File: src/sv/rrgc_pkg.sv
package rrgc_pkg;

    localparam int SENSOR_COUNT   = 8;
    localparam int TRIG_FRAC_BITS = 15;
    localparam int TRIG_W         = TRIG_FRAC_BITS + 2;   // signed, spans -1.0 .. +1.0
    localparam int ROM_W          = TRIG_FRAC_BITS + 1;   // magnitude, 0 .. 1.0
    localparam int ROM_DEPTH      = 91;                   // 0 .. 90 degrees

    localparam int POS_W  = 32;
    localparam int DIST_W = 24;
    localparam int CPM_W  = 24;
    localparam int GRID_W = 8;
    localparam int DEG_W  = 9;
    localparam int IDX_W  = 3;
    localparam int MQ_W   = POS_W + 1;
    localparam int CELL_W = MQ_W + CPM_W + 1 - 32;

    localparam logic [63:0] PI_Q30  = 64'd3373259426;
    localparam logic [63:0] ONE_Q30 = 64'd1073741824;

    typedef enum logic [1:0] {
        REG_CELLS_PER_METER = 2'd0,
        REG_RANGE_LIMIT     = 2'd1,
        REG_GRID_LIMIT      = 2'd2,
        REG_SENSOR_SPACING  = 2'd3
    } reg_idx_t;

    typedef struct packed {
        logic [CPM_W-1:0]  cells_per_meter;
        logic [DIST_W-1:0] range_limit;
        logic [GRID_W-1:0] grid_limit;
        logic [DEG_W-1:0]  sensor_spacing;
    } cfg_t;

    typedef struct packed {
        logic signed [POS_W-1:0] x;
        logic signed [POS_W-1:0] y;
        logic [DIST_W-1:0]       span;
    } item_t;

    // sin(k deg), k in 0..90, by a truncated Taylor series in Q30, rounded to
    // Q1.TRIG_FRAC_BITS. Evaluated at elaboration to build the constant table.
    function automatic logic [ROM_W-1:0] sin_rom_entry(input int unsigned k);
        logic [63:0]        x;
        logic [63:0]        x2;
        logic [63:0]        term;
        logic signed [63:0] sum;
        logic [63:0]        v;
        int unsigned        n;
        x    = (64'(k) * PI_Q30 + 64'd90) / 64'd180;
        x2   = (x * x) >> 30;
        term = x;
        sum  = signed'(x);
        for (n = 1; n <= 7; n++)
        begin
            term = ((term * x2) >> 30) / 64'((2 * n) * (2 * n + 1));
            if (n[0])
                sum = sum - signed'(term);
            else
                sum = sum + signed'(term);
        end
        if (sum < 0)
            sum = 0;
        if (sum > signed'(ONE_Q30))
            sum = signed'(ONE_Q30);
        v = unsigned'(sum);
        v = (v + (64'd1 << (30 - TRIG_FRAC_BITS - 1))) >> (30 - TRIG_FRAC_BITS);
        return v[ROM_W-1:0];
    endfunction

endpackage

File: src/sv/rrgc_cfg.sv
module rrgc_cfg
(
    input  logic                clk,
    input  logic                rst_n,
    input  logic                psel,
    input  logic                penable,
    input  logic                pwrite,
    input  logic [3:0]          paddr,
    input  logic [31:0]         pwdata,
    output logic [31:0]         prdata,
    output logic                pready,
    output rrgc_pkg::cfg_t      cfg
);

    rrgc_pkg::cfg_t     cfg_reg;
    rrgc_pkg::cfg_t     cfg_next;
    rrgc_pkg::reg_idx_t sel;
    logic               wr;

    assign pready = 1'b1;
    assign wr     = psel & penable & pwrite;
    assign sel    = rrgc_pkg::reg_idx_t'(paddr[3:2]);

    always_comb
    begin
        cfg_next = cfg_reg;
        if (wr)
        begin
            unique case (sel)
                rrgc_pkg::REG_CELLS_PER_METER:
                    cfg_next.cells_per_meter = pwdata[rrgc_pkg::CPM_W-1:0];
                rrgc_pkg::REG_RANGE_LIMIT:
                    cfg_next.range_limit = pwdata[rrgc_pkg::DIST_W-1:0];
                rrgc_pkg::REG_GRID_LIMIT:
                    cfg_next.grid_limit = pwdata[rrgc_pkg::GRID_W-1:0];
                rrgc_pkg::REG_SENSOR_SPACING:
                    cfg_next.sensor_spacing = pwdata[rrgc_pkg::DEG_W-1:0];
                default:
                    cfg_next = cfg_reg;
            endcase
        end
    end

    always_ff @(posedge clk or negedge rst_n)
    begin
        if (!rst_n)
        begin
            cfg_reg.cells_per_meter <= rrgc_pkg::CPM_W'(65536);
            cfg_reg.range_limit     <= rrgc_pkg::DIST_W'(163840);
            cfg_reg.grid_limit      <= rrgc_pkg::GRID_W'(50);
            cfg_reg.sensor_spacing  <= rrgc_pkg::DEG_W'(45);
        end
        else
        begin
            cfg_reg <= cfg_next;
        end
    end

    always_comb
    begin
        prdata = '0;
        unique case (sel)
            rrgc_pkg::REG_CELLS_PER_METER:
                prdata = 32'(cfg_reg.cells_per_meter);
            rrgc_pkg::REG_RANGE_LIMIT:
                prdata = 32'(cfg_reg.range_limit);
            rrgc_pkg::REG_GRID_LIMIT:
                prdata = 32'(cfg_reg.grid_limit);
            rrgc_pkg::REG_SENSOR_SPACING:
                prdata = 32'(cfg_reg.sensor_spacing);
            default:
                prdata = '0;
        endcase
    end

    assign cfg = cfg_reg;

endmodule

File: config.mk
export PLATFORM = sky130hd
export DESIGN_NAME = rrgc_cfg
export DESIGN_NICKNAME = d
export VERILOG_FILES = /design/src/sv/rrgc_pkg.sv /design/src/sv/rrgc_cfg.sv
export SDC_FILE = /design/constraint.sdc
export NUM_CORES = 1
export LEC_CHECK = 0
export ABC_AREA = 1
export ABC_CLOCK_PERIOD_IN_PS = 2100
export BUFFER_PORTS_ARGS = -buffer_cell sky130_fd_sc_hd__buf_4
export CORE_MARGIN = 8
export CORE_UTILIZATION = 50
export DETAILED_ROUTE_END_ITERATION = 10
export GPL_TIMING_DRIVEN = 0
export PLACE_DENSITY = 0.84
export SLEW_MARGIN = 20
export SYNTH_ARGS = -nofsm -noshare
export SYNTH_HDL_FRONTEND = slang
export SYNTH_SLANG_ARGS = --single-unit
File: constraint.sdc
create_clock -name clk -period 2.1 [get_ports clk]
set_input_delay 0.105 -clock clk [delete_from_list [all_inputs] [get_ports clk]]
set_output_delay 0.105 -clock clk [all_outputs]
set_load 0.02 [all_outputs]
==> results of run 1 <==
-- power by group --
| part | switching, uW | leakage, uW | internal (uW) |
|---|---|---|---|
| Combinational | 873 | 0.00166 | 624 |
| Sequential | 232 | 0.000803 | 1540 |
| Clock | 469 | 0.000102 | 603 |
| Total | 1570 | 0.00257 | 2770 |
-- logic make-up after synthesis --
family                 count (synthesis)
AND/OR/NAND/NOR                      300
flip-flops                            65
buffers and inverters                 30
other                                  2
-- stage by stage --
stage	power (uW)	hold WS (ns)	setup slack, ns	util	cell area [sq um]
CTS	4340	0.00181	0.740	0.762	4540
global route	4570	0.0118	0.673	0.762	4540
global placement	3200	0.237	0.752	0.689	4100
detailed placement	3240	0.246	0.759	0.689	4100
floorplan	2490	-0.191	1.12	-	3120
finish	4340	0.00955	0.719	0.762	4540
-- placed cells by master (no fill, tap or decap) --
cell type,instances
nor2_2,2
inv_2,3
nand2_2,1
buf_4,131
inv_1,2
dfrtp_1,55
conb_1,9
inv_4,1
nor2_4,4
buf_6,5
nand3_1,25
nand3_2,1
nand4_1,8
nand2_1,257
buf_2,7
dfstp_2,10
clkinv_2,2
nand2_4,2
bufinv_16,1
dlygate4sd3_1,24
clkbuf_1,1
clkbuf_8,11
-- how the worst max path moves through the flow --
stage,from,end,cells past startpoint,slack [ns]
global placement,paddr[3],prdata[3],7,0.75
detailed placement,paddr[3],prdata[3],7,0.76
global route,paddr[3],prdata[5],7,0.67
finish,paddr[3],prdata[3],7,0.72
CTS,paddr[3],prdata[3],7,0.74
floorplan,cfg[14],prdata[5],2,1.12
-- routing by layer --
| metal | routed length [microns] | global-route usage | part of all wire |
|---|---|---|---|
| met3 | 1090 | 0.0770 | 0.11 |
| met1 | 4160 | 0.276 | 0.40 |
| met5 | 0 | 0 | 0 |
| met2 | 4900 | 0.392 | 0.47 |
| met4 | 220 | 0.101 | 0.021 |
-- final cells by class --
class                      instances  area [sq um]  area share
sequential                        65          1640       0.361
tap                               75          93.8      0.0207
timing repair buffer             143          1130       0.250
clock buffer                      12           155      0.0342
multi-input combinational        309          1270       0.280
buffer                            24           181      0.0400
inverter                           6          25.0     0.00551
clock inverter                     3          40.0     0.00882
-- worst max-delay path, cell delays in order --
cell,delay [ns]
buf_4,0.12
buf_4,0.18
nor2_4,0.21
buf_2,0.30
nand2_1,0.10
nand4_1,0.10
buf_4,0.15
==> key figures, run 1 <==
Placed design
  • Dpl cells: 598
  • Detail Placement HPWL: 7090 microns
  • PortBufs: 119
  • Final weighted congestion in routability-driven placement: 0.840

Global route
  • Via count of the first global-routing pass: 3355
  • Number of antenna violations at the first check in global routing: 0
  • Overall Global Routing Usage: 0.237
  • Overflow after GRT: 0
  • Pin count of the biggest net entering global routing: 66
  • Global-route wire length before repair: 16600 microns

Yosys
  • Synth Area per Inst: 7.78 sq um
  • Most instantiated cells after synthesis: 257 x nand2_1, 55 x dfrtp_1, 25 x nand3_1
  • Leading register cell type out of synthesis: dfrtp_1
  • Ranking of synthesized cells by area: dfrtp_1 45%, nand2_1 31%, dfstp_2 8.5%
  • Seq cells post-synth: 65
  • Portion of synthesized cell area occupied by the leading cell type: 0.446
  • XOR/XNOR share of the synthesized area: 0
  • Yosys Warn Count: 0
  • Dominant cell type by area after synthesis: dfrtp_1
  • Number of synthesized flops with an enable pin: 0
  • Area of the mapped netlist: 3090 sq um
  • Part of the Yosys area used for sequential elements: 0.531
  • Most numerous cell in the Yosys netlist: nand2_1
  • Syn Inst Count: 397
  • Share of the synthesized area in compound gates (AO/OA/AOI/OAI): 0
  • Proportion of synthesized area in mux cells: 0
  • Library cells used by synthesis: 17
  • Fraction of registers with async set or reset after synthesis: 1.00
  • Simple-gate share of the synthesized area: 0.400
  • Combinational family with the most area after synthesis: simple AND/OR/NAND/NOR gates
  • Post-synthesis adder-cell area fraction: 0

CTS
  • Clock root buffer master: clkbuf_8
  • Number of gates resized after cts: 0
  • Worst-path clk slew: 0.07 ns
  • CTS hold repair buffers: 24
  • CTS Buffer Depth: 2
  • Num CTS Buffers: 9
  • CTS H-tree depth: 3
  • # Post-CTS Setup Buffers: 0
  • TritonCTS clock tree: built
  • Clk sink count: 65
  • Clock Latency Late Sink: 0.34 ns

Timing
  • Transition time at the pin with the least slew margin: 0.810 ns
  • Setup repair after global routing missed its margin: no
  • Max-slew violation count: 0
  • Headroom to the max-slew limit: 0.460
  • Count of endpoints failing setup in the final report: 0
  • Min cycle time layout: 1.38 ns
  • Setup tns final: 0 ns
  • Hold violation count in the final report: 0
  • Final Skew: 0 ns
  • Share of the clock period used by the worst path: 0.658
  • Achievable frequency: 724 MHz

Critical path
  • Startpoint of the worst register-to-register path: cfg[0]
  • Startpoint type of the worst setup path: input pin
  • Signal arrival time at the worst endpoint: 1.28 ns
  • Category of the critical setup timing path: input pin to output pin
  • R2r worst-path depth: 2
  • Crit path required time: 2.00 ns
  • Worst R2R End: cfg[0]
  • Worst setup slack for register-to-register paths: 1.35 ns
  • Endpoint kind of the worst setup timing path: output pin
  • Largest fanout on the critical path: 10

Cells and area
  • Total number of nets in the final design: 599
  • Area growth, synth to finish: 46.9%
  • ANT cells: 0
  • Fill count: 455
  • Max reg flops: 65
  • Fin cells: 637
  • Layout cells sized above 1: 0.322

Drt
  • Router iterations before antenna repair: 7
  • Ratio of routed vias to standard cells: 5.14
  • DRC errors left: 0
  • Average routed wire per standard cell: 16.3 microns
  • Number of nets still failing antenna checks after routing: 0
  • 1st-iter DRT viols: 237
  • Routed wire length: 10400 microns
  • Via total after detailed routing: 3272

Outcome
  • Result of the run: finished, final reports clean

Floorplanning
  • I/O pin count: 139
  • Floorplan die area: 8950 sq um
  • Number of core rows: 28
  • Horiz. Die Dim: 94.6 microns
  • Effective utilization at floorplan: 0.519
  • Height of the die: 94.6 microns
  • Core region area: 5960 sq um

Worst hold path
  • Hold-critical path depth: 3
  • Hold_sp: pwdata[0]
  • Path type of the worst min-delay path: input pin to flop
  • End of the worst hold path: cfg[0]

Run
  • Max-Cap Viols: 0

Power and ir drop
  • Power per unit of standard cell area: 956 nW/um^2
  • Lkg Pwr: 0.00257 uW
  • Largest voltage drop on the vdd net: 0.000592 V
Note: power is estimated with default switching activity, not from simulation.
==> inputs of run 2 (changes only) <==
--- a/config.mk
+++ b/config.mk
@@ -6,13 +6,13 @@
 export NUM_CORES = 1
 export LEC_CHECK = 0
 export ABC_AREA = 1
-export ABC_CLOCK_PERIOD_IN_PS = 2100
+export ABC_CLOCK_PERIOD_IN_PS = 1200
 export BUFFER_PORTS_ARGS = -buffer_cell sky130_fd_sc_hd__buf_4
 export CORE_MARGIN = 8
-export CORE_UTILIZATION = 50
+export CORE_UTILIZATION = 42
 export DETAILED_ROUTE_END_ITERATION = 10
 export GPL_TIMING_DRIVEN = 0
-export PLACE_DENSITY = 0.84
+export PLACE_DENSITY = 0.75
 export SLEW_MARGIN = 20
 export SYNTH_ARGS = -nofsm -noshare
 export SYNTH_HDL_FRONTEND = slang
==> constraint.sdc (replaced) <==
create_clock -name clk -period 1.2 [get_ports clk]
set_input_delay 0.06 -clock clk [delete_from_list [all_inputs] [get_ports clk]]
set_output_delay 0.06 -clock clk [all_outputs]
set_load 0.02 [all_outputs]
==> key figures, run 2 (synthesis results as in run 1) <==
Outcome
  • Result of the run: finished with violations (was finished, final reports clean)
  • Violations in the final reports: negative setup slack

Floorplanning
  • Floorplan die area: 10400 sq um (was 8950 sq um)
  • Effective utilization at floorplan: 0.431 (was 0.519)
  • Core region area: 7180 sq um (was 5960 sq um)
  • I/O pin count: 139 (unchanged)
  • Height of the die: 102 microns (was 94.6 microns)
  • Number of core rows: 31 (was 28)
  • Horiz. Die Dim: 102 microns (was 94.6 microns)

Timing
  • Headroom to the max-slew limit: 0.447 (was 0.460)
  • Setup repair after global routing missed its margin: yes (was no)
  • Setup tns final: -0.336 ns (was 0 ns)
  • Min cycle time layout: 1.28 ns
  • Hold violation count in the final report: 0 (unchanged)
  • Setup slack of the critical path after layout: -0.0840 ns (was 0.719 ns)
  • Transition time at the pin with the least slew margin: 0.829 ns (was 0.810 ns)
  • Max-slew violation count: 0 (unchanged)
  • Count of endpoints failing setup in the final report: 7 (was 0)
  • Achievable frequency: 779 MHz
  • Share of the clock period used by the worst path: 1.07
  • Final Skew: 0 ns (unchanged)
  • Final Hold Slack: 0.176 ns (was 0.00955 ns)

Drt
  • Ratio of routed vias to standard cells: 4.75 (was 5.14)
  • Number of nets still failing antenna checks after routing: 0 (unchanged)
  • Router iterations before antenna repair: 5 (was 7)
  • Average routed wire per standard cell: 15.3 microns (was 16.3 microns)
  • Routed wire length: 10400 microns (about the same)
  • 1st-iter DRT viols: 179 (was 237)
  • Via total after detailed routing: 3210 (was 3272)
  • DRC errors left: 0 (unchanged)

Cells and area
  • Fill count: 614 (was 455)
  • ANT cells: 0 (unchanged)
  • Max reg flops: 65 (unchanged)
  • Combined area of the multi-input logic cells: 1280 sq um (was 1270 sq um)
  • Layout cells sized above 1: 0.340 (was 0.322)
  • FF/Latch Area: 1640 sq um (unchanged)
  • Commonest cells after routing, fill and taps aside: 253 x nand2_1, 138 x buf_4, 55 x dfrtp_1, 25 x dlygate4sd3_1, 24 x nand3_1 (was 257 x nand2_1, 131 x buf_4, 55 x dfrtp_1, 25 x nand3_1, 24 x dlygate4sd3_1)
  • Total number of nets in the final design: 613 (was 599)
  • Area growth, synth to finish: 52.0% (was 46.9%)
  • Commonest non-fill, non-tap cell in the layout: nand2_1 (unchanged)

CTS
  • Clock Latency Late Sink: 0.33 ns (was 0.34 ns)
  • TritonCTS clock tree: built (unchanged)
  • Clk sink count: 65 (unchanged)
  • Worst-path clk slew: 0.07 ns (about the same)
  • Num CTS Buffers: 9 (unchanged)
  • CTS Buffer Depth: 2 (unchanged)
  • CTS H-tree depth: 3 (unchanged)
  • Clock root buffer master: clkbuf_8 (unchanged)

Critical path
  • Family of cells with the greatest summed delay on the critical path: flip-flops (was buffers and inverters)
  • Startpoint type of the worst setup path: flop (was input pin)
  • Crit path required time: 1.14 ns (was 2.00 ns)
  • Capture point of the worst path: prdata[2] (was prdata[3])
  • Worst R2R End: cfg[2] (was cfg[0])
  • Library cell contributing the largest single delay on the critical path: dfstp_2 (was buf_2)
  • CP bufs+invs: 1 (was 4)
  • Largest fanout on the critical path: 2 (was 10)
  • Worst-path cell chain: nand3_2 -> nand4_1 -> buf_6 (was buf_4 -> buf_4 -> nor2_4 -> buf_2 -> nand2_1 -> nand4_1 -> buf_4)
  • Logic depth of the worst path, buffers included: 3 (was 7)
  • Startpoint of the worst register-to-register path: cfg[2] (was cfg[0])
  • Worst setup startpoint: cfg[2] (was paddr[3])
  • Endpoint kind of the worst setup timing path: output pin (unchanged)
  • Category of the critical setup timing path: flop to output pin (was input pin to output pin)
  • R2r worst-path depth: 3 (was 2)
  • Worst setup slack for register-to-register paths: 0.36 ns (was 1.35 ns)
  • Slowest cell delay on critical path: 0.54 ns (was 0.30 ns)
  • Signal arrival time at the worst endpoint: 1.22 ns (was 1.28 ns)

Power and ir drop
  • Power per unit of standard cell area: 1590 nW/um^2 (was 956 nW/um^2)
  • Largest voltage drop on the vdd net: 0.000901 V (was 0.000592 V)
  • Lkg Pwr: 0.00263 uW (was 0.00257 uW)

Placed design
  • Final weighted congestion in routability-driven placement: 0.808 (was 0.840)
  • PortBufs: 119 (unchanged)
  • Detail Placement HPWL: 7160 microns (was 7090 microns)

Global route
  • Global-route wire length before repair: 16200 microns (was 16600 microns)
  • Pin count of the biggest net entering global routing: 66 (unchanged)
  • Number of antenna violations at the first check in global routing: 0 (unchanged)
  • Overflow after GRT: 0 (unchanged)
  • Overall Global Routing Usage: 0.201 (was 0.237)
  • Via count of the first global-routing pass: 3220 (was 3355)

Worst hold path
  • Path type of the worst min-delay path: input pin to flop (unchanged)

Run
  • Max-Cap Viols: 0 (unchanged)
-- run 2: tightest hold or removal path, delay by kind of cell --
kind / cells / cell delay, ns
AND/OR/NAND/NOR: 4 / 0.24
buffers and inverters: 2 / 0.16
-- run 2: power by group --
group	total [uW]	internal (uW)	switching [uW]
logic	2810	1230	1580
registers	3070	2690	374
clock network	1590	809	782
total	7470	4730	2740
-- run 2: metal layers --
metal,share of wire,up-vias,track usage
met1,0.41,1491,0.231
met3,0.10,13,0.0756
met4,0.011,0,0.0664
li1,-,1562,-
met2,0.47,144,0.336
met5,0,-,0
-- run 2: worst min-delay path by stage --
stage	from	to	slack (ns)	cells past startpoint
finish	paddr[3]	cfg[40]	0.18	6
CTS	pwrite	cfg[40]	0.19	6
detailed placement	rst_n	cfg[37]	0.21	1
global route	paddr[3]	cfg[40]	0.19	6
global placement	rst_n	cfg[37]	0.20	1
floorplan	rst_n	cfg[11]	-0.24	0
-- run 2: final cells by class --
class | count | share of cell area
Buffer | 24 | 0.0410
Clock buffer | 15 | 0.0333
Clock inverter | 1 | 0.00107
Inverter | 6 | 0.00586
Multi-Input combinational cell | 309 | 0.274
Sequential cell | 65 | 0.349
Tap cell | 99 | 0.0264
Timing Repair Buffer | 157 | 0.270
-- run 2: through the flow --
step / std cells / instance area (sq um) / utilization / power (uW) / setup slack [ns]
after floorplan: 404 / 3120 / - / 4360 / 0.266
after global placement: 622 / 4130 / 0.576 / 5610 / -0.0883
after detailed placement: 622 / 4130 / 0.576 / 5670 / -0.0876
after CTS: 671 / 4620 / 0.643 / 7410 / -0.0859
after global routing: 676 / 4700 / 0.655 / 7880 / -0.139
final: 676 / 4700 / 0.655 / 7470 / -0.0840
-- run 2: what timing repair did --
action / CTS / global route
resized for setup: 3 / 15
pin swaps: 6 / 3
setup endpoints to repair: 13 / 23
buffers inserted: 8 / 5
endpoints found under the hold margin: 120 / 0
hold buffers: 25 / 0
